===== src/design/utf8_to_utf16_transcoder_assert.svh =====
// ----------------------------------------------------------------------------
// utf8_to_utf16_transcoder_assert
// Assertion macros used by the transcoder top level.
// ----------------------------------------------------------------------------
`ifndef UTF8_TO_UTF16_TRANSCODER_ASSERT_SVH
`define UTF8_TO_UTF16_TRANSCODER_ASSERT_SVH

// Same-cycle implication, checked on the rising clock edge outside reset.
`define U2U_ASSERT_NOW(label, clk, rst, ante, cons) \
   label: assert property (@(posedge clk) disable iff (rst) (ante) |-> (cons)) \
      else $error("transcoder assertion failed");

// Next-cycle implication, checked on the rising clock edge outside reset.
`define U2U_ASSERT_NEXT(label, clk, rst, ante, cons) \
   label: assert property (@(posedge clk) disable iff (rst) (ante) |=> (cons)) \
      else $error("transcoder assertion failed");

`endif


===== src/design/u2u_pkg.sv =====
// ----------------------------------------------------------------------------
// u2u_pkg
// Types and constants shared by the UTF-8 to UTF-16 transcoder modules.
// ----------------------------------------------------------------------------
package u2u_pkg;

   localparam logic [15:0] REPLACEMENT_UNIT = 16'hFFFD;
   localparam logic [20:0] SUPPLEMENTARY_BASE = 21'h10000;
   localparam logic [15:0] HIGH_SURROGATE_BASE = 16'hD800;
   localparam logic [15:0] LOW_SURROGATE_BASE = 16'hDC00;

   // Number of units held in one queue entry
   localparam logic [1:0] UNITS_NONE = 2'd0;
   localparam logic [1:0] UNITS_ONE = 2'd1;
   localparam logic [1:0] UNITS_TWO = 2'd2;

   // All units caused by one accepted byte
   typedef struct packed {
      logic [1:0]  unit_count;
      logic [15:0] unit0;
      logic [15:0] unit1;
      logic        end_of_text;
   } u2u_entry_type;

   typedef struct packed {
      logic full;
      logic empty;
   } u2u_queue_status_type;

endpackage


===== src/design/u2u_front.sv =====
// ----------------------------------------------------------------------------
// u2u_front
// Accepts UTF-8 bytes, tracks the open sequence and builds queue entries.
// ----------------------------------------------------------------------------
module u2u_front (
   input  logic                          clock,
   input  logic                          reset,
   input  logic                          req_valid,
   output logic                          req_ready,
   input  logic [7:0]                    req_data_byte,
   input  logic                          req_end_of_text,
   input  u2u_pkg::u2u_queue_status_type q_status,
   output logic                          push,
   output u2u_pkg::u2u_entry_type        push_entry
);

   logic [20:0] partial_ff, partial_in;
   logic [1:0]  expected_ff, expected_in;

   logic          accept;
   logic          is_cont;
   logic          lead_open;
   logic [1:0]    lead_expected;
   logic [20:0]   lead_bits;
   logic          lead_unit_valid;
   logic [15:0]   lead_unit;
   logic [20:0]   grown;
   logic [1:0]    expected_dec;
   logic [20:0]   offset;
   u2u_pkg::u2u_entry_type entry;

   assign req_ready = !q_status.full;
   assign accept = req_valid && req_ready;
   assign is_cont = (req_data_byte[7:6] == 2'b10);
   assign grown = {partial_ff[14:0], req_data_byte[5:0]};
   assign expected_dec = expected_ff - 2'd1;
   assign offset = grown - u2u_pkg::SUPPLEMENTARY_BASE;

   // Lead byte decode
   always_comb begin
      lead_open = 1'b0;
      lead_expected = 2'd0;
      lead_bits = '0;
      lead_unit_valid = 1'b0;
      lead_unit = u2u_pkg::REPLACEMENT_UNIT;
      if (!req_data_byte[7]) begin
         lead_unit_valid = 1'b1;
         lead_unit = {8'h00, req_data_byte};
      end else if (req_data_byte[7:5] == 3'b110) begin
         lead_open = 1'b1;
         lead_expected = 2'd1;
         lead_bits = {16'h0000, req_data_byte[4:0]};
      end else if (req_data_byte[7:4] == 4'b1110) begin
         lead_open = 1'b1;
         lead_expected = 2'd2;
         lead_bits = {17'h00000, req_data_byte[3:0]};
      end else if (req_data_byte[7:3] == 5'b11110) begin
         lead_open = 1'b1;
         lead_expected = 2'd3;
         lead_bits = {18'h00000, req_data_byte[2:0]};
      end else begin
         lead_unit_valid = 1'b1;
      end
      // flush a sequence opened on the last byte as its partial value
      if (lead_open && req_end_of_text) begin
         lead_unit_valid = 1'b1;
         lead_unit = lead_bits[15:0];
      end
   end

   // Entry and next state
   always_comb begin
      entry.unit_count = u2u_pkg::UNITS_NONE;
      entry.unit0 = lead_unit;
      entry.unit1 = lead_unit;
      entry.end_of_text = req_end_of_text;
      partial_in = partial_ff;
      expected_in = expected_ff;
      if ((expected_ff != 2'd0) && is_cont) begin
         if ((expected_dec == 2'd0) || req_end_of_text) begin
            partial_in = '0;
            expected_in = 2'd0;
            if (grown[20:16] != 5'd0) begin
               entry.unit_count = u2u_pkg::UNITS_TWO;
               entry.unit0 = u2u_pkg::HIGH_SURROGATE_BASE + {5'd0, offset[20:10]};
               entry.unit1 = u2u_pkg::LOW_SURROGATE_BASE + {6'd0, offset[9:0]};
            end else begin
               entry.unit_count = u2u_pkg::UNITS_ONE;
               entry.unit0 = grown[15:0];
            end
         end else begin
            partial_in = grown;
            expected_in = expected_dec;
         end
      end else begin
         // broken sequence: replace, then decode this byte again as a lead; with no open sequence, decode it as a lead
         if (expected_ff != 2'd0) begin
            entry.unit0 = u2u_pkg::REPLACEMENT_UNIT;
            entry.unit_count = lead_unit_valid ? u2u_pkg::UNITS_TWO : u2u_pkg::UNITS_ONE;
         end else begin
            entry.unit_count = lead_unit_valid ? u2u_pkg::UNITS_ONE : u2u_pkg::UNITS_NONE;
         end
         if (lead_open && !req_end_of_text) begin
            partial_in = lead_bits;
            expected_in = lead_expected;
         end else begin
            partial_in = '0;
            expected_in = 2'd0;
         end
      end
   end

   assign push = accept && (entry.unit_count != u2u_pkg::UNITS_NONE);
   assign push_entry = entry;

   always_ff @(posedge clock) begin
      if (reset) begin
         partial_ff <= '0;
         expected_ff <= 2'd0;
      end else if (accept) begin
         partial_ff <= partial_in;
         expected_ff <= expected_in;
      end
   end

endmodule


===== src/design/u2u_queue.sv =====
// ----------------------------------------------------------------------------
// u2u_queue
// Short first-in first-out queue of entries between front and back.
// ----------------------------------------------------------------------------
module u2u_queue #(
   parameter int DEPTH = 4
) (
   input  logic                          clock,
   input  logic                          reset,
   input  logic                          push,
   input  u2u_pkg::u2u_entry_type        push_entry,
   input  logic                          pop,
   output u2u_pkg::u2u_entry_type        head_entry,
   output u2u_pkg::u2u_queue_status_type q_status
);

   localparam int PTR_W = (DEPTH > 1) ? $clog2(DEPTH) : 1;
   localparam int CNT_W = $clog2(DEPTH + 1);

   u2u_pkg::u2u_entry_type entry_ff [DEPTH];
   logic [PTR_W-1:0] wr_ptr_ff, wr_ptr_in;
   logic [PTR_W-1:0] rd_ptr_ff, rd_ptr_in;
   logic [CNT_W-1:0] count_ff, count_in;
   logic             do_push, do_pop;

   assign q_status.full = (count_ff == CNT_W'(DEPTH));
   assign q_status.empty = (count_ff == '0);
   assign do_push = push && !q_status.full;
   assign do_pop = pop && !q_status.empty;
   assign head_entry = entry_ff[rd_ptr_ff];

   always_comb begin
      wr_ptr_in = wr_ptr_ff;
      rd_ptr_in = rd_ptr_ff;
      count_in = count_ff;
      if (do_push) begin
         wr_ptr_in = (wr_ptr_ff == PTR_W'(DEPTH - 1)) ? '0 : wr_ptr_ff + 1'b1;
      end
      if (do_pop) begin
         rd_ptr_in = (rd_ptr_ff == PTR_W'(DEPTH - 1)) ? '0 : rd_ptr_ff + 1'b1;
      end
      if (do_push && !do_pop) begin
         count_in = count_ff + 1'b1;
      end else if (do_pop && !do_push) begin
         count_in = count_ff - 1'b1;
      end
   end

   always_ff @(posedge clock) begin
      if (do_push) begin
         entry_ff[wr_ptr_ff] <= push_entry;
      end
   end

   always_ff @(posedge clock) begin
      if (reset) begin
         wr_ptr_ff <= '0;
         rd_ptr_ff <= '0;
         count_ff <= '0;
      end else begin
         wr_ptr_ff <= wr_ptr_in;
         rd_ptr_ff <= rd_ptr_in;
         count_ff <= count_in;
      end
   end

endmodule


===== src/design/u2u_back.sv =====
// ----------------------------------------------------------------------------
// u2u_back
// Drains queue entries one code unit per cycle, while rsp_ready allows, into the output register.
// ----------------------------------------------------------------------------
module u2u_back (
   input  logic                          clock,
   input  logic                          reset,
   input  u2u_pkg::u2u_entry_type        head_entry,
   input  u2u_pkg::u2u_queue_status_type q_status,
   output logic                          pop,
   output logic                          rsp_valid,
   input  logic                          rsp_ready,
   output logic [15:0]                   rsp_code_unit,
   output logic                          rsp_last_of_run,
   output logic                          rsp_text_done
);

   logic        valid_ff, valid_in;
   logic        second_ff, second_in;
   logic [15:0] unit_ff;
   logic        last_ff;
   logic        done_ff;
   logic        load;
   logic        head_last;

   // Load when the queue has an entry and the output register is free or being emptied this cycle
   assign load = !q_status.empty && (!valid_ff || rsp_ready);
   assign head_last = second_ff || (head_entry.unit_count == u2u_pkg::UNITS_ONE);
   assign pop = load && head_last;

   always_comb begin
      valid_in = valid_ff;
      second_in = second_ff;
      if (load) begin
         valid_in = 1'b1;
         second_in = !head_last;
      end else if (rsp_ready) begin
         valid_in = 1'b0;
      end
   end

   always_ff @(posedge clock) begin
      if (reset) begin
         valid_ff <= 1'b0;
         second_ff <= 1'b0;
      end else begin
         valid_ff <= valid_in;
         second_ff <= second_in;
      end
   end

   always_ff @(posedge clock) begin
      if (load) begin
         unit_ff <= second_ff ? head_entry.unit1 : head_entry.unit0;
         last_ff <= head_last;
         done_ff <= head_last && head_entry.end_of_text;
      end
   end

   assign rsp_valid = valid_ff;
   assign rsp_code_unit = unit_ff;
   assign rsp_last_of_run = last_ff;
   assign rsp_text_done = done_ff;

endmodule


===== src/design/utf8_to_utf16_transcoder.sv =====
// ----------------------------------------------------------------------------
// utf8_to_utf16_transcoder
// Streaming UTF-8 to UTF-16 transcoder with a decoupled front and back.
// ----------------------------------------------------------------------------
// Takes one UTF-8 byte per word on the req_ channel, with req_end_of_text set
// on the last byte of a text, and gives UTF-16 code units on the rsp_ channel.
// A byte is taken every cycle while the entry queue has room; a byte that
// yields a surrogate pair, or a replacement followed by a re-decoded lead,
// gives two units on the output, and the queue of QUEUE_DEPTH entries
// soaks up those extra units. A lead byte that opens a sequence yields no
// word. The first unit of a byte goes through the entry queue and then the
// output register. rsp_last_of_run marks the final unit of each byte,
// rsp_text_done the final unit of a text; after it the decoder is back in its
// reset state. Invalid leads and broken sequences give U+FFFD; a sequence cut
// short by the end of the text is flushed as the bits gathered so far.
// Overlong forms and surrogate code points pass through unchecked.
// ----------------------------------------------------------------------------
`include "utf8_to_utf16_transcoder_assert.svh"

module utf8_to_utf16_transcoder #(
   parameter int QUEUE_DEPTH = 4
) (
   input  logic        clock,
   input  logic        reset,
   input  logic        req_valid,
   output logic        req_ready,
   input  logic [7:0]  req_data_byte,
   input  logic        req_end_of_text,
   output logic        rsp_valid,
   input  logic        rsp_ready,
   output logic [15:0] rsp_code_unit,
   output logic        rsp_last_of_run,
   output logic        rsp_text_done
);

   u2u_pkg::u2u_queue_status_type q_status;
   u2u_pkg::u2u_entry_type        push_entry;
   u2u_pkg::u2u_entry_type        head_entry;
   logic                          push;
   logic                          pop;

   // Front: decode bytes, hold the open sequence, build entries
   u2u_front u_front (
      .clock           (clock),
      .reset           (reset),
      .req_valid       (req_valid),
      .req_ready       (req_ready),
      .req_data_byte   (req_data_byte),
      .req_end_of_text (req_end_of_text),
      .q_status        (q_status),
      .push            (push),
      .push_entry      (push_entry)
   );

   // Queue: decouple the byte side from the unit side
   u2u_queue #(
      .DEPTH (QUEUE_DEPTH)
   ) u_queue (
      .clock      (clock),
      .reset      (reset),
      .push       (push),
      .push_entry (push_entry),
      .pop        (pop),
      .head_entry (head_entry),
      .q_status   (q_status)
   );

   // Back: emit one unit per cycle, while rsp_ready allows, from the head entry
   u2u_back u_back (
      .clock           (clock),
      .reset           (reset),
      .head_entry      (head_entry),
      .q_status        (q_status),
      .pop             (pop),
      .rsp_valid       (rsp_valid),
      .rsp_ready       (rsp_ready),
      .rsp_code_unit   (rsp_code_unit),
      .rsp_last_of_run (rsp_last_of_run),
      .rsp_text_done   (rsp_text_done)
   );

   // Hold off bytes while the queue is full
   `U2U_ASSERT_NOW(a_full_blocks_req, clock, reset, q_status.full, !req_ready)
   // Never queue an entry that carries no unit
   `U2U_ASSERT_NOW(a_no_empty_entry, clock, reset, push, push_entry.unit_count != u2u_pkg::UNITS_NONE)
   // End of text only on the final unit of a byte
   `U2U_ASSERT_NOW(a_done_is_last, clock, reset, rsp_valid && rsp_text_done, rsp_last_of_run)
   // Second unit of a byte follows straight after the first
   `U2U_ASSERT_NEXT(a_pair_back_to_back, clock, reset,
      rsp_valid && rsp_ready && !rsp_last_of_run, rsp_valid)

endmodule

===== config.mk =====
export PLATFORM = sky130hd
export DESIGN_NAME = utf8_to_utf16_transcoder
export DESIGN_NICKNAME = d
export VERILOG_FILES = /design/src/design/u2u_pkg.sv /design/src/design/u2u_front.sv /design/src/design/u2u_queue.sv /design/src/design/u2u_back.sv /design/src/design/utf8_to_utf16_transcoder.sv
export VERILOG_INCLUDE_DIRS = /design/src /design/src/design
export SDC_FILE = /design/constraint.sdc
export NUM_CORES = 1
export LEC_CHECK = 0
export ABC_AREA = 1
export BUFFER_PORTS_ARGS = -buffer_cell sky130_fd_sc_hd__buf_2
export CORE_MARGIN = 2
export CORE_UTILIZATION = 50
export CTS_BUF_LIST = sky130_fd_sc_hd__clkbuf_8
export DETAILED_ROUTE_END_ITERATION = 10
export GPL_ROUTABILITY_DRIVEN = 1
export HOLD_SLACK_MARGIN = 0.08
export PLACE_DENSITY = 0.67
export SLEW_MARGIN = 10
export SYNTH_ARGS = -nofsm -noshare
export SYNTH_HDL_FRONTEND = slang
export SYNTH_SLANG_ARGS = --single-unit

===== constraint.sdc =====
create_clock -name clock -period 3.3 [get_ports clock]
set_input_delay 0.165 -clock clock [delete_from_list [all_inputs] [get_ports clock]]
set_output_delay 0.165 -clock clock [all_outputs]
set_load 0.02 [all_outputs]

Yosys cells after proc, flatten, opt, wreduce, memory -nomap -nowiden:

Memories as Yosys holds them, arrays and structs flattened. A register that Yosys moved wholly into a read port is not among the register bits.
Cells that the tools add are included.

* equality and inequality tests: 8
* bitwise logic cells: 0
* add/sub/neg operators: 8
* shift-type cells: 0
* multipliers: 0
* reduce and logical (&&, ||, !) cells: 29
* divide/modulo/power cells: 0
* magnitude comparators: 0
* muxes and demuxes: 45

Operators by type and width (number)
* two-way mux 16 bit: 8
* two-way mux 15 bit: 3
* two-way mux 18 bit: 2
* two-way mux 34 bit: 1
* two-way mux 2 bit: 13
* subtractor 21 x 17 -> 21 bit, second input constant: 1
* adder 15 x 11 -> 16 bit, first input constant: 1
* adder 15 x 12 -> 16 bit, first input constant: 1
* two-way mux 1 bit: 14
* logical AND 1 bit: 12
* two-way mux 3 bit: 3
* nonzero test 2 bit: 4
* logical NOT 1 bit: 7
* equality test 2 bit, second input constant: 3
* equality test 3 bit, second input constant: 2
* equality test 5 bit, second input constant: 1
* nonzero test 5 bit: 1
* adder 2 x 1 -> 2 bit, second input constant: 2
* equality test 4 bit, second input constant: 1
* two-way mux 4 bit: 1
* adder 3 x 1 -> 3 bit, second input constant: 1
* logical NOT 3 bit: 1
* logical OR 1 bit: 3
* subtractor 3 x 1 -> 3 bit, second input constant: 1
* 3 further kinds: 3

* memories kept: 1
* memory bits (read-only): 0
* latch bits: 0
* input port bits: 13
* word-level logic and storage cells: 101
* flip-flop bits (word level): 44
* memory bits (writable): 140

Memories
* u_queue.entry_ff: depth 4, bits a word 35, read ports 1, clocked after Yosys merged registers in 1, write ports 1, RTL line u2u_queue.sv:20 `u2u_pkg::u2u_entry_type entry_ff [DEPTH];`

Depth between registers and ports, before layout:

Gate-level depths: netlist of the first run.

* word-level depth: 17
* gate-level depth with buffers: 18

Hierarchy:

From an unflattened synthesis of the first run, not the netlist that was laid out.

* cells, all modules: 754
* area, all modules: 8204.1 sq um

Modules (own cells, without submodules)
* u2u_queue: cells each 409, times used 1, area each 5679.2 sq um, sequential area each 4384.2 sq um
* u2u_front: cells each 257, times used 1, area each 1629.1 sq um, sequential area each 340.3 sq um
* u2u_back: cells each 88, times used 1, area each 895.9 sq um, sequential area each 580.6 sq um

Worst setup path before layout of the first run:

Ideal clock, no wire load.

* kind: register to register
* start point: register u_front.expected_ff[0]
* end point: memory u_queue.entry_ff[3][0] (netlist bit), enable pin
* arrival time: 2.629 ns
* stages on the path, launching flop included: 10
* clock period less this slack: 3.048 ns
* setup slack: 0.252 ns
* cell sequence: dfxtp_1 > inv_1 > ha_1 > inv_2 > nand3_2 > nor2_1 > a21oi_2 > nand2_2 > nand2_2 > nor2_1

* cells in the longest elaborated chain, start to end: 10
* elaborated cells between the ends (all ways): 13
* those cells by class: add/sub: 1; mux: 5; reduce/logical: 7

Ends and longest elaborated chain
* start, declared: RTL line u2u_front.sv:18 `logic [1:0] expected_ff, expected_in;`
* start signal, assigned: RTL line u2u_front.sv:122 `expected_ff <= expected_in;`
* subtractor 2 x 1 -> 2 bit: RTL line u2u_front.sv:36 `assign expected_dec = expected_ff - 2'd1;`
* logical NOT 2 bit: RTL line u2u_front.sv:80 `if ((expected_dec == 2'd0) || req_end_of_text) begin`
* logical OR 1 bit: RTL line u2u_front.sv:80
* two-way mux 34 bit: RTL line u2u_front.sv:80
* two-way mux 18 bit (*): RTL line u2u_front.sv:79 `if ((expected_ff != 2'd0) && is_cont) begin`
* nonzero test 2 bit (*): RTL line u2u_front.sv:113 `assign push = accept && (entry.unit_count != u2u_pkg::UNITS_NONE);`
* logical AND 1 bit (*): RTL line u2u_front.sv:113
* logical AND 1 bit (*): RTL line u2u_queue.sv:28 `assign do_push = push && !q_status.full;`
* two-way mux 1 bit (*): RTL line u2u_queue.sv:50 `if (do_push) begin`
* two-way mux 1 bit (implied by the code) (*): RTL line u2u_queue.sv:51 `entry_ff[wr_ptr_ff] <= push_entry;`
* end, declared: RTL line u2u_queue.sv:20

Mark *: on every way between the ends. The rest lies on a longest branch, timed or not.

Final worst setup path of the first run:

* start point: register u_front.expected_ff[0]
* end point: register u_queue.count_ff[2]

* cells in the longest elaborated chain, start to end: 11
* elaborated cells between the ends (all ways): 16
* those cells by class: add/sub: 1; mux: 4; reduce/logical: 11

Ends and longest elaborated chain
* subtractor 2 x 1 -> 2 bit: RTL line u2u_front.sv:36
* logical NOT 2 bit: RTL line u2u_front.sv:80
* logical OR 1 bit: RTL line u2u_front.sv:80
* two-way mux 34 bit: RTL line u2u_front.sv:80
* two-way mux 18 bit (*): RTL line u2u_front.sv:79
* nonzero test 2 bit (*): RTL line u2u_front.sv:113
* logical AND 1 bit (*): RTL line u2u_front.sv:113
* logical AND 1 bit (*): RTL line u2u_queue.sv:28
* net u_queue.do_push: RTL line u2u_queue.sv:24 `logic do_push, do_pop;`
* logical NOT 1 bit: RTL line u2u_queue.sv:44 `end else if (do_pop && !do_push) begin`
* logical AND 1 bit: RTL line u2u_queue.sv:44
* nonzero test 2 bit (no source line)
* end signal, assigned: RTL line u2u_queue.sv:63 `count_ff <= count_in;`
* end, declared: RTL line u2u_queue.sv:23 `logic [CNT_W-1:0] count_ff, count_in;`

Mark *: on every way through the listed nets, which the timed path passes. The rest lies on a longest branch.
A chain may end at the register's enable or synchronous reset.

==> results of run 1 <==
[layer usage]
layer	up-vias	global-route usage
met5	-	0
met2	192	0.3427
met1	2429	0.2902
met3	33	0.04424
li1	2444	-
met4	0	0.09253
[sequential cells by signal (all words and copies together) (netlist names), named ones only]
| register | count |
|---|---|
| u_queue.entry_ff | 124 |
| u_back.rsp_code_unit | 16 |
| u_front.expected_ff | 2 |
| u_queue.count_ff | 3 |
| u_front.partial_ff | 15 |
| u_back.rsp_last_of_run | 1 |
| u_queue.rd_ptr_ff | 2 |
| u_back.rsp_text_done | 1 |
| u_back.second_ff | 1 |
| u_back.rsp_valid | 1 |
| u_queue.wr_ptr_ff | 2 |
[repair_timing]
item                                    CTS  global route
hold buffers                              9             0
endpoints found under the hold margin    18             0
endpoints found under the setup margin    0             0
resized for setup                         0             0
[final timing paths]
kind / depth (start not counted) / slack (ns) / startpoint / to
min reg2reg: 2 / 0.51 / u_front.partial_ff[4]$_SDFFE_PP0P_ / u_front.partial_ff[10]$_SDFFE_PP0P_
min: 5 / 0.19 / req_data_byte[4] / u_front.partial_ff[4]$_SDFFE_PP0P_
max: 16 / 0.42 / u_front.expected_ff[0]$_SDFFE_PP0P_ / u_queue.count_ff[2]$_SDFFE_PP0P_
max reg2reg: 16 / 0.42 / u_front.expected_ff[0]$_SDFFE_PP0P_ / u_queue.count_ff[2]$_SDFFE_PP0P_
[cell usage in the layout, fill, tap and decap left out, types with 23 or more instances in the layout]
master	synthesis	layout
edfxtp_1	142	142
nand2_1	113	113
nor2_1	89	85
o21ai_0	71	71
inv_1	60	63
buf_2	4	32
nand3_1	27	27
o22ai_1	27	27
dfxtp_1	28	27
a21oi_1	26	26
clkbuf_8	0	23
[critical path, stage by stage, from the launching register on]
cell and delay, ns:
dfxtp_1 0.36, inv_1 0.07, ha_1 0.33, nor2_1 0.19, nand3_2 0.14, nor2_2 0.17, nor2_1 0.09, nand2_2 0.12
nand2_2 0.12, inv_1 0.08, ha_1 0.13, inv_1 0.07, fa_1 0.43, a21oi_1 0.14, o21ai_0 0.10, o21ai_0 0.16
a21oi_1 0.06
[per-stage QoR]
step,cells,instance area (µm²),hold slack (ns),setup WS (ns),utilization
after floorplan,679,7276,0.2639,0.2517,-
after global placement,881,7685,0.4681,0.4981,0.5348
after detailed placement,881,7685,0.4720,0.4342,0.5348
after CTS,922,8140,0.1571,0.4286,0.5665
after global routing,922,8140,0.2129,0.1443,0.5665
final,922,8140,0.1935,0.4231,0.5665
[cell type report]
class / instances / share of cell area
Clock inverter: 9 / 0.005994
Timing Repair Buffer: 54 / 0.04580
Sequential cell: 170 / 0.5928
Tap cell: 184 / 0.02828
Inverter: 67 / 0.03089
Clock buffer: 23 / 0.03889
Multi-Input combinational cell: 415 / 0.2573
[where the power goes]
group	total (mW)	leakage, nW	switching (mW)	internal (mW)
sequential	2.97	1.52	0.132	2.84
clock	1.32	0.196	0.686	0.631
combinational	2.05	1.39	1.44	0.610
total	6.34	3.11	2.26	4.08
[kinds of logic (layout without fill, tap and decap cells)]
logic type / Yosys count / in the layout / share of synthesized area
buffers and inverters: 94 / 153 / 0.05125
adder cells (fa/ha/maj): 11 / 11 / 0.01995
XOR/XNOR: 3 / 3 / 0.003612
flip-flops: 170 / 170 / 0.6631
AND/OR/NAND/NOR: 256 / 256 / 0.1486
AO/OA/AOI/OAI: 145 / 145 / 0.1135
==> impl_metrics.ini, run 1 <==
[status]
status = finished clean

[worst_setup_path]
start_kind = register
crit_path_end_kind = register
cp.arrival_ns = 3.21
path_class = register to register
crit_required_ns = 3.64
worst-path-max-fanout = 7

[timing]
final.setup.tns_ns = 0
clock.fmax_ghz = 0.3476
rsz0062_at_grt = no
setup_viol = 0
min_period_ns = 2.877
slew_headroom = 0.4781
finalHoldViolations = 0
skew_ns = 0.01367
drv_slew = 0
period_share = 0.8718
tightest_slew_ns = 0.7817

[clock_network]
htreeDepth = 4
cts_buffers = 17
clockRootBuffer = clkbuf_8
cts_buffer_depth = 2
cts_setup_buffers = 0
clk_pin_slew_ns = 0.08
clkSinkCount = 170
clkLatencyLatePin_ns = 0.46
cts_tree = done

[yosys]
postSynthAreaPerCell_um2 = 10.72
syn_inst = 679
synth_edf_count = 142
post-synth-top-area-cell = edfxtp_1
synthTopCellsByArea = edfxtp_1 (59%), dfxtp_1 (7.7%), nand2_1 (5.8%)
synth-seq-area-share = 0.6631
syn_area_mm2 = 0.007276
yosysMostFrequentCell = edfxtp_1
synthesis.nets = 703
ys_dominant_reg_cell = edfxtp_1
yosysWarnings = 0
ys_types = 37
synth_seq_cells = 170
async_flop_share = 0
synthTopCellsByCount = edfxtp_1 (142), nand2_1 (113), nor2_1 (89), o21ai_0 (71), inv_1 (60)
yosysTopAreaCellShare = 0.5861

[place]
hpwl_um = 10450
routabilityCongestion = 0.9215
io_buffers = 32

[detailed_routing]
dr_wl_met2_um = 7450
via_per_inst = 5.529
wl_met3_um = 1093
top_layer_used = met4
dr.pass1.iters = 5
drtIter0Drc = 524
routedWlPerCell_um = 17.40
wl_met1_um = 7044
remaining_drc_errors = 0
vias = 5098
ant_nets = 0
wirelength_um = 16050

[floorplan]
initial_utilization = 0.5064
die_w_um = 124.6
die_h_um = 124.6
dieArea_mm2 = 0.01553
fp.coreArea_mm2 = 0.01437
io_pins = 33
rows = 44

[layout]
multi_input_area_mm2 = 0.002095
regArea_mm2 = 0.004826
n_antenna_cell = 0
drive_gt1_frac = 0.1382
area_growth_syn_to_layout_pct = 11.88
n_fill_cell = 1220
nets = 749

[global_route]
antenna_found_initial = 0
grt_max_degree = 64
grt_pass1_wl_um = 25710
track_usage = 0.2157
grt_pass1_vias = 5042
gr-total-overflow = 0

[power]
ir_drop_mv = 0.6120
power_mw = 6.338
p_leak_nw = 3.109
cellPowerDensity_mw_per_mm2 = 778.6

[run]
cap_violations = 0

[worst_hold_path]
hold_class = input pin to register
No activity file was read; power rests on OpenSTA's default activity.
==> inputs of run 2 (changes only) <==
--- a/config.mk
+++ b/config.mk
@@ -14,7 +14,7 @@
 export DETAILED_ROUTE_END_ITERATION = 10
 export GPL_ROUTABILITY_DRIVEN = 1
 export HOLD_SLACK_MARGIN = 0.08
-export PLACE_DENSITY = 0.67
+export PLACE_DENSITY_LB_ADDON = 0.3
 export SLEW_MARGIN = 10
 export SYNTH_ARGS = -nofsm -noshare
 export SYNTH_HDL_FRONTEND = slang
==> constraint.sdc (replaced) <==
create_clock -name clock -period 3.28 [get_ports clock]
set_input_delay 0.164 -clock clock [delete_from_list [all_inputs] [get_ports clock]]
set_output_delay 0.164 -clock clock [all_outputs]
set_load 0.02 [all_outputs]
==> run 2 against run 1 <==
Compared with the run above:
- sequential share of layout area down 0.43 points
- global-route usage down 0.24 points
- sequential power about the same
- non-clock buffer count up 2
- flip-flop and latch count unchanged
- combinational power is essentially flat
- largest cell class unchanged
==> impl_metrics.ini, run 2 (same netlist as run 1, synthesis figures left out) <==
[status]
status = finished clean

[timing]
setup_slack_ns = 0.4446
rsz0062_at_grt = no
min_period_ns = 2.835
setup_viol = 0
tightest_slew_ns = 0.7361
finalHoldViolations = 0
skew_ns = 0.008618
clock.fmax_ghz = 0.3527
drv_slew = 0
final.setup.tns_ns = 0
period_share = 0.8645
slew_headroom = 0.5086

[layout]
area_growth_syn_to_layout_pct = 12.69
largest_reg_flops = 124
nets = 751
multi_input_area_mm2 = 0.002095
drive_gt1_frac = 0.1405
n_fill_cell = 1215
top_register = u_queue.entry_ff
layout_common_cells = edfxtp_1 (142), nand2_1 (113), nor2_1 (85), o21ai_0 (71), inv_1 (60)
n_antenna_cell = 0
regArea_mm2 = 0.004826
final_common_cell = edfxtp_1

[floorplan]
dieArea_mm2 = 0.01553
io_pins = 33
die_w_um = 124.6
rows = 44
fp.coreArea_mm2 = 0.01437
initial_utilization = 0.5064
die_h_um = 124.6

[clock_network]
clkLatencyLatePin_ns = 0.47
cts_buffers = 17
clkSinkCount = 170
clockRootBuffer = clkbuf_8
cts_buffer_depth = 2
cts_tree = done
clk_pin_slew_ns = 0.08
ctsResizeCount = 0
htreeDepth = 4

[worst_setup_path]
cp.arrival_ns = 3.18
path_class = register to register
crit_required_ns = 3.63
ff2ff_path_depth = 18
worst-path-max-fanout = 11
start_kind = register
crit_path_end_kind = register

[detailed_routing]
wirelength_um = 15940
routedWlPerCell_um = 17.25
dr.pass1.iters = 5
via_per_inst = 5.475
ant_nets = 0
drtIter0Drc = 452
vias = 5059
remaining_drc_errors = 0

[place]
io_buffers = 32
place_ws_ns = 0.4050
routabilityCongestion = 0.8833
hpwl_um = 10460

[power]
swShare = 0.3507
power_mw = 6.613
p_leak_nw = 3.125
ir_drop_mv = 0.4167
p_int_mw = 4.294
p_clk_frac = 0.238
seqPwrFrac = 0.452
cellPowerDensity_mw_per_mm2 = 806.6
p_switching_mw = 2.319
share_comb_of_total_power = 0.310

[global_route]
gr-total-overflow = 0
grt_max_degree = 37
grt_pass1_wl_um = 25410
track_usage = 0.2133
grt_pass1_vias = 4924
antenna_found_initial = 0

[worst_hold_path]
hold_depth = 5
hold_class = input pin to register

[run]
cap_violations = 0
==> run 2: cell count changes in the layout (fill, tap and decap cells not counted) <==
cell,previous run,this run
clkbuf_8,23,17
bufinv_16,0,4
buf_4,11,14
inv_1,63,60
buf_12,2,0
clkinv_1,2,4
clkinv_2,2,0
clkinv_4,0,2
inv_6,1,3
clkinvlp_4,2,3
dlygate4sd3_1,9,10
==> run 2: per-layer routing <==
metal / vias up / track usage / routed length [µm]
met5: - / 0 / 0
met2: 146 / 0.3552 / 7748
met4: 0 / 0.08592 / 411
li1: 2450 / - / -
met1: 2426 / 0.2772 / 6997
met3: 37 / 0.03995 / 783
==> run 2: worst max-delay path, stage by stage (launching register included) <==
cell,delay (ns)
dfxtp_1,0.33
inv_1,0.07
ha_1,0.33
inv_2,0.09
nand3_2,0.09
buf_4,0.19
nand2_1,0.07
inv_1,0.06
a21oi_2,0.04
nand2_2,0.12
nand2_2,0.11
inv_1,0.07
ha_1,0.13
inv_1,0.08
fa_1,0.44
a21oi_1,0.14
o21ai_0,0.11
o21ai_0,0.16
a21oi_1,0.06
==> run 2: worst paths after layout <==
| path | from | endpoint | slack (ns) |
|---|---|---|---|
| max | u_front.expected_ff[0]$_SDFFE_PP0P_ | u_queue.count_ff[2]$_SDFFE_PP0P_ | 0.44 |
| min | req_data_byte[4] | u_front.expected_ff[0]$_SDFFE_PP0P_ | 0.18 |
| max reg2reg | u_front.expected_ff[0]$_SDFFE_PP0P_ | u_queue.count_ff[2]$_SDFFE_PP0P_ | 0.44 |
| min reg2reg | u_front.partial_ff[14]$_SDFFE_PP0P_ | u_front.partial_ff[14]$_SDFFE_PP0P_ | 0.51 |
==> run 2: layout make-up <==
| class | count | area share |
|---|---|---|
| sequential | 170 | 0.5886 |
| multi-input combinational | 415 | 0.2555 |
| timing repair buffer | 56 | 0.04456 |
| inverter | 67 | 0.03067 |
| clock buffer | 17 | 0.02854 |
| tap | 184 | 0.02808 |
| clock inverter | 15 | 0.02411 |
==> run 2: through the flow <==
stage	std cells	cell area, µm²	hold slack, ns	util
5_1_grt	924	8199	0.1796	0.5706
3_5_place_dp	882	7667	0.4866	0.5336
6_report	924	8199	0.1763	0.5706
4_1_cts	924	8199	0.1397	0.5706
3_3_place_gp	882	7667	0.4706	0.5336
2_1_floorplan	679	7276	0.2629	-
==> run 2: timing repair <==
item,4_1_cts,5_1_grt
endpoints found under the setup margin,0,0
hold endpoints to repair,17,0
hold buffers,10,0
buffers inserted,0,0
==> run 2: power by group through the flow <==
stage               Sequential (mW)  Combinational, mW  Clock, mW
detailed placement             3.04               2.05          0
finish                         2.99               2.05       1.57
global route                   3.02               2.29       1.69
floorplan                      3.17               1.26          0
global placement               3.02               1.99          0
CTS                            2.99               2.07       1.60
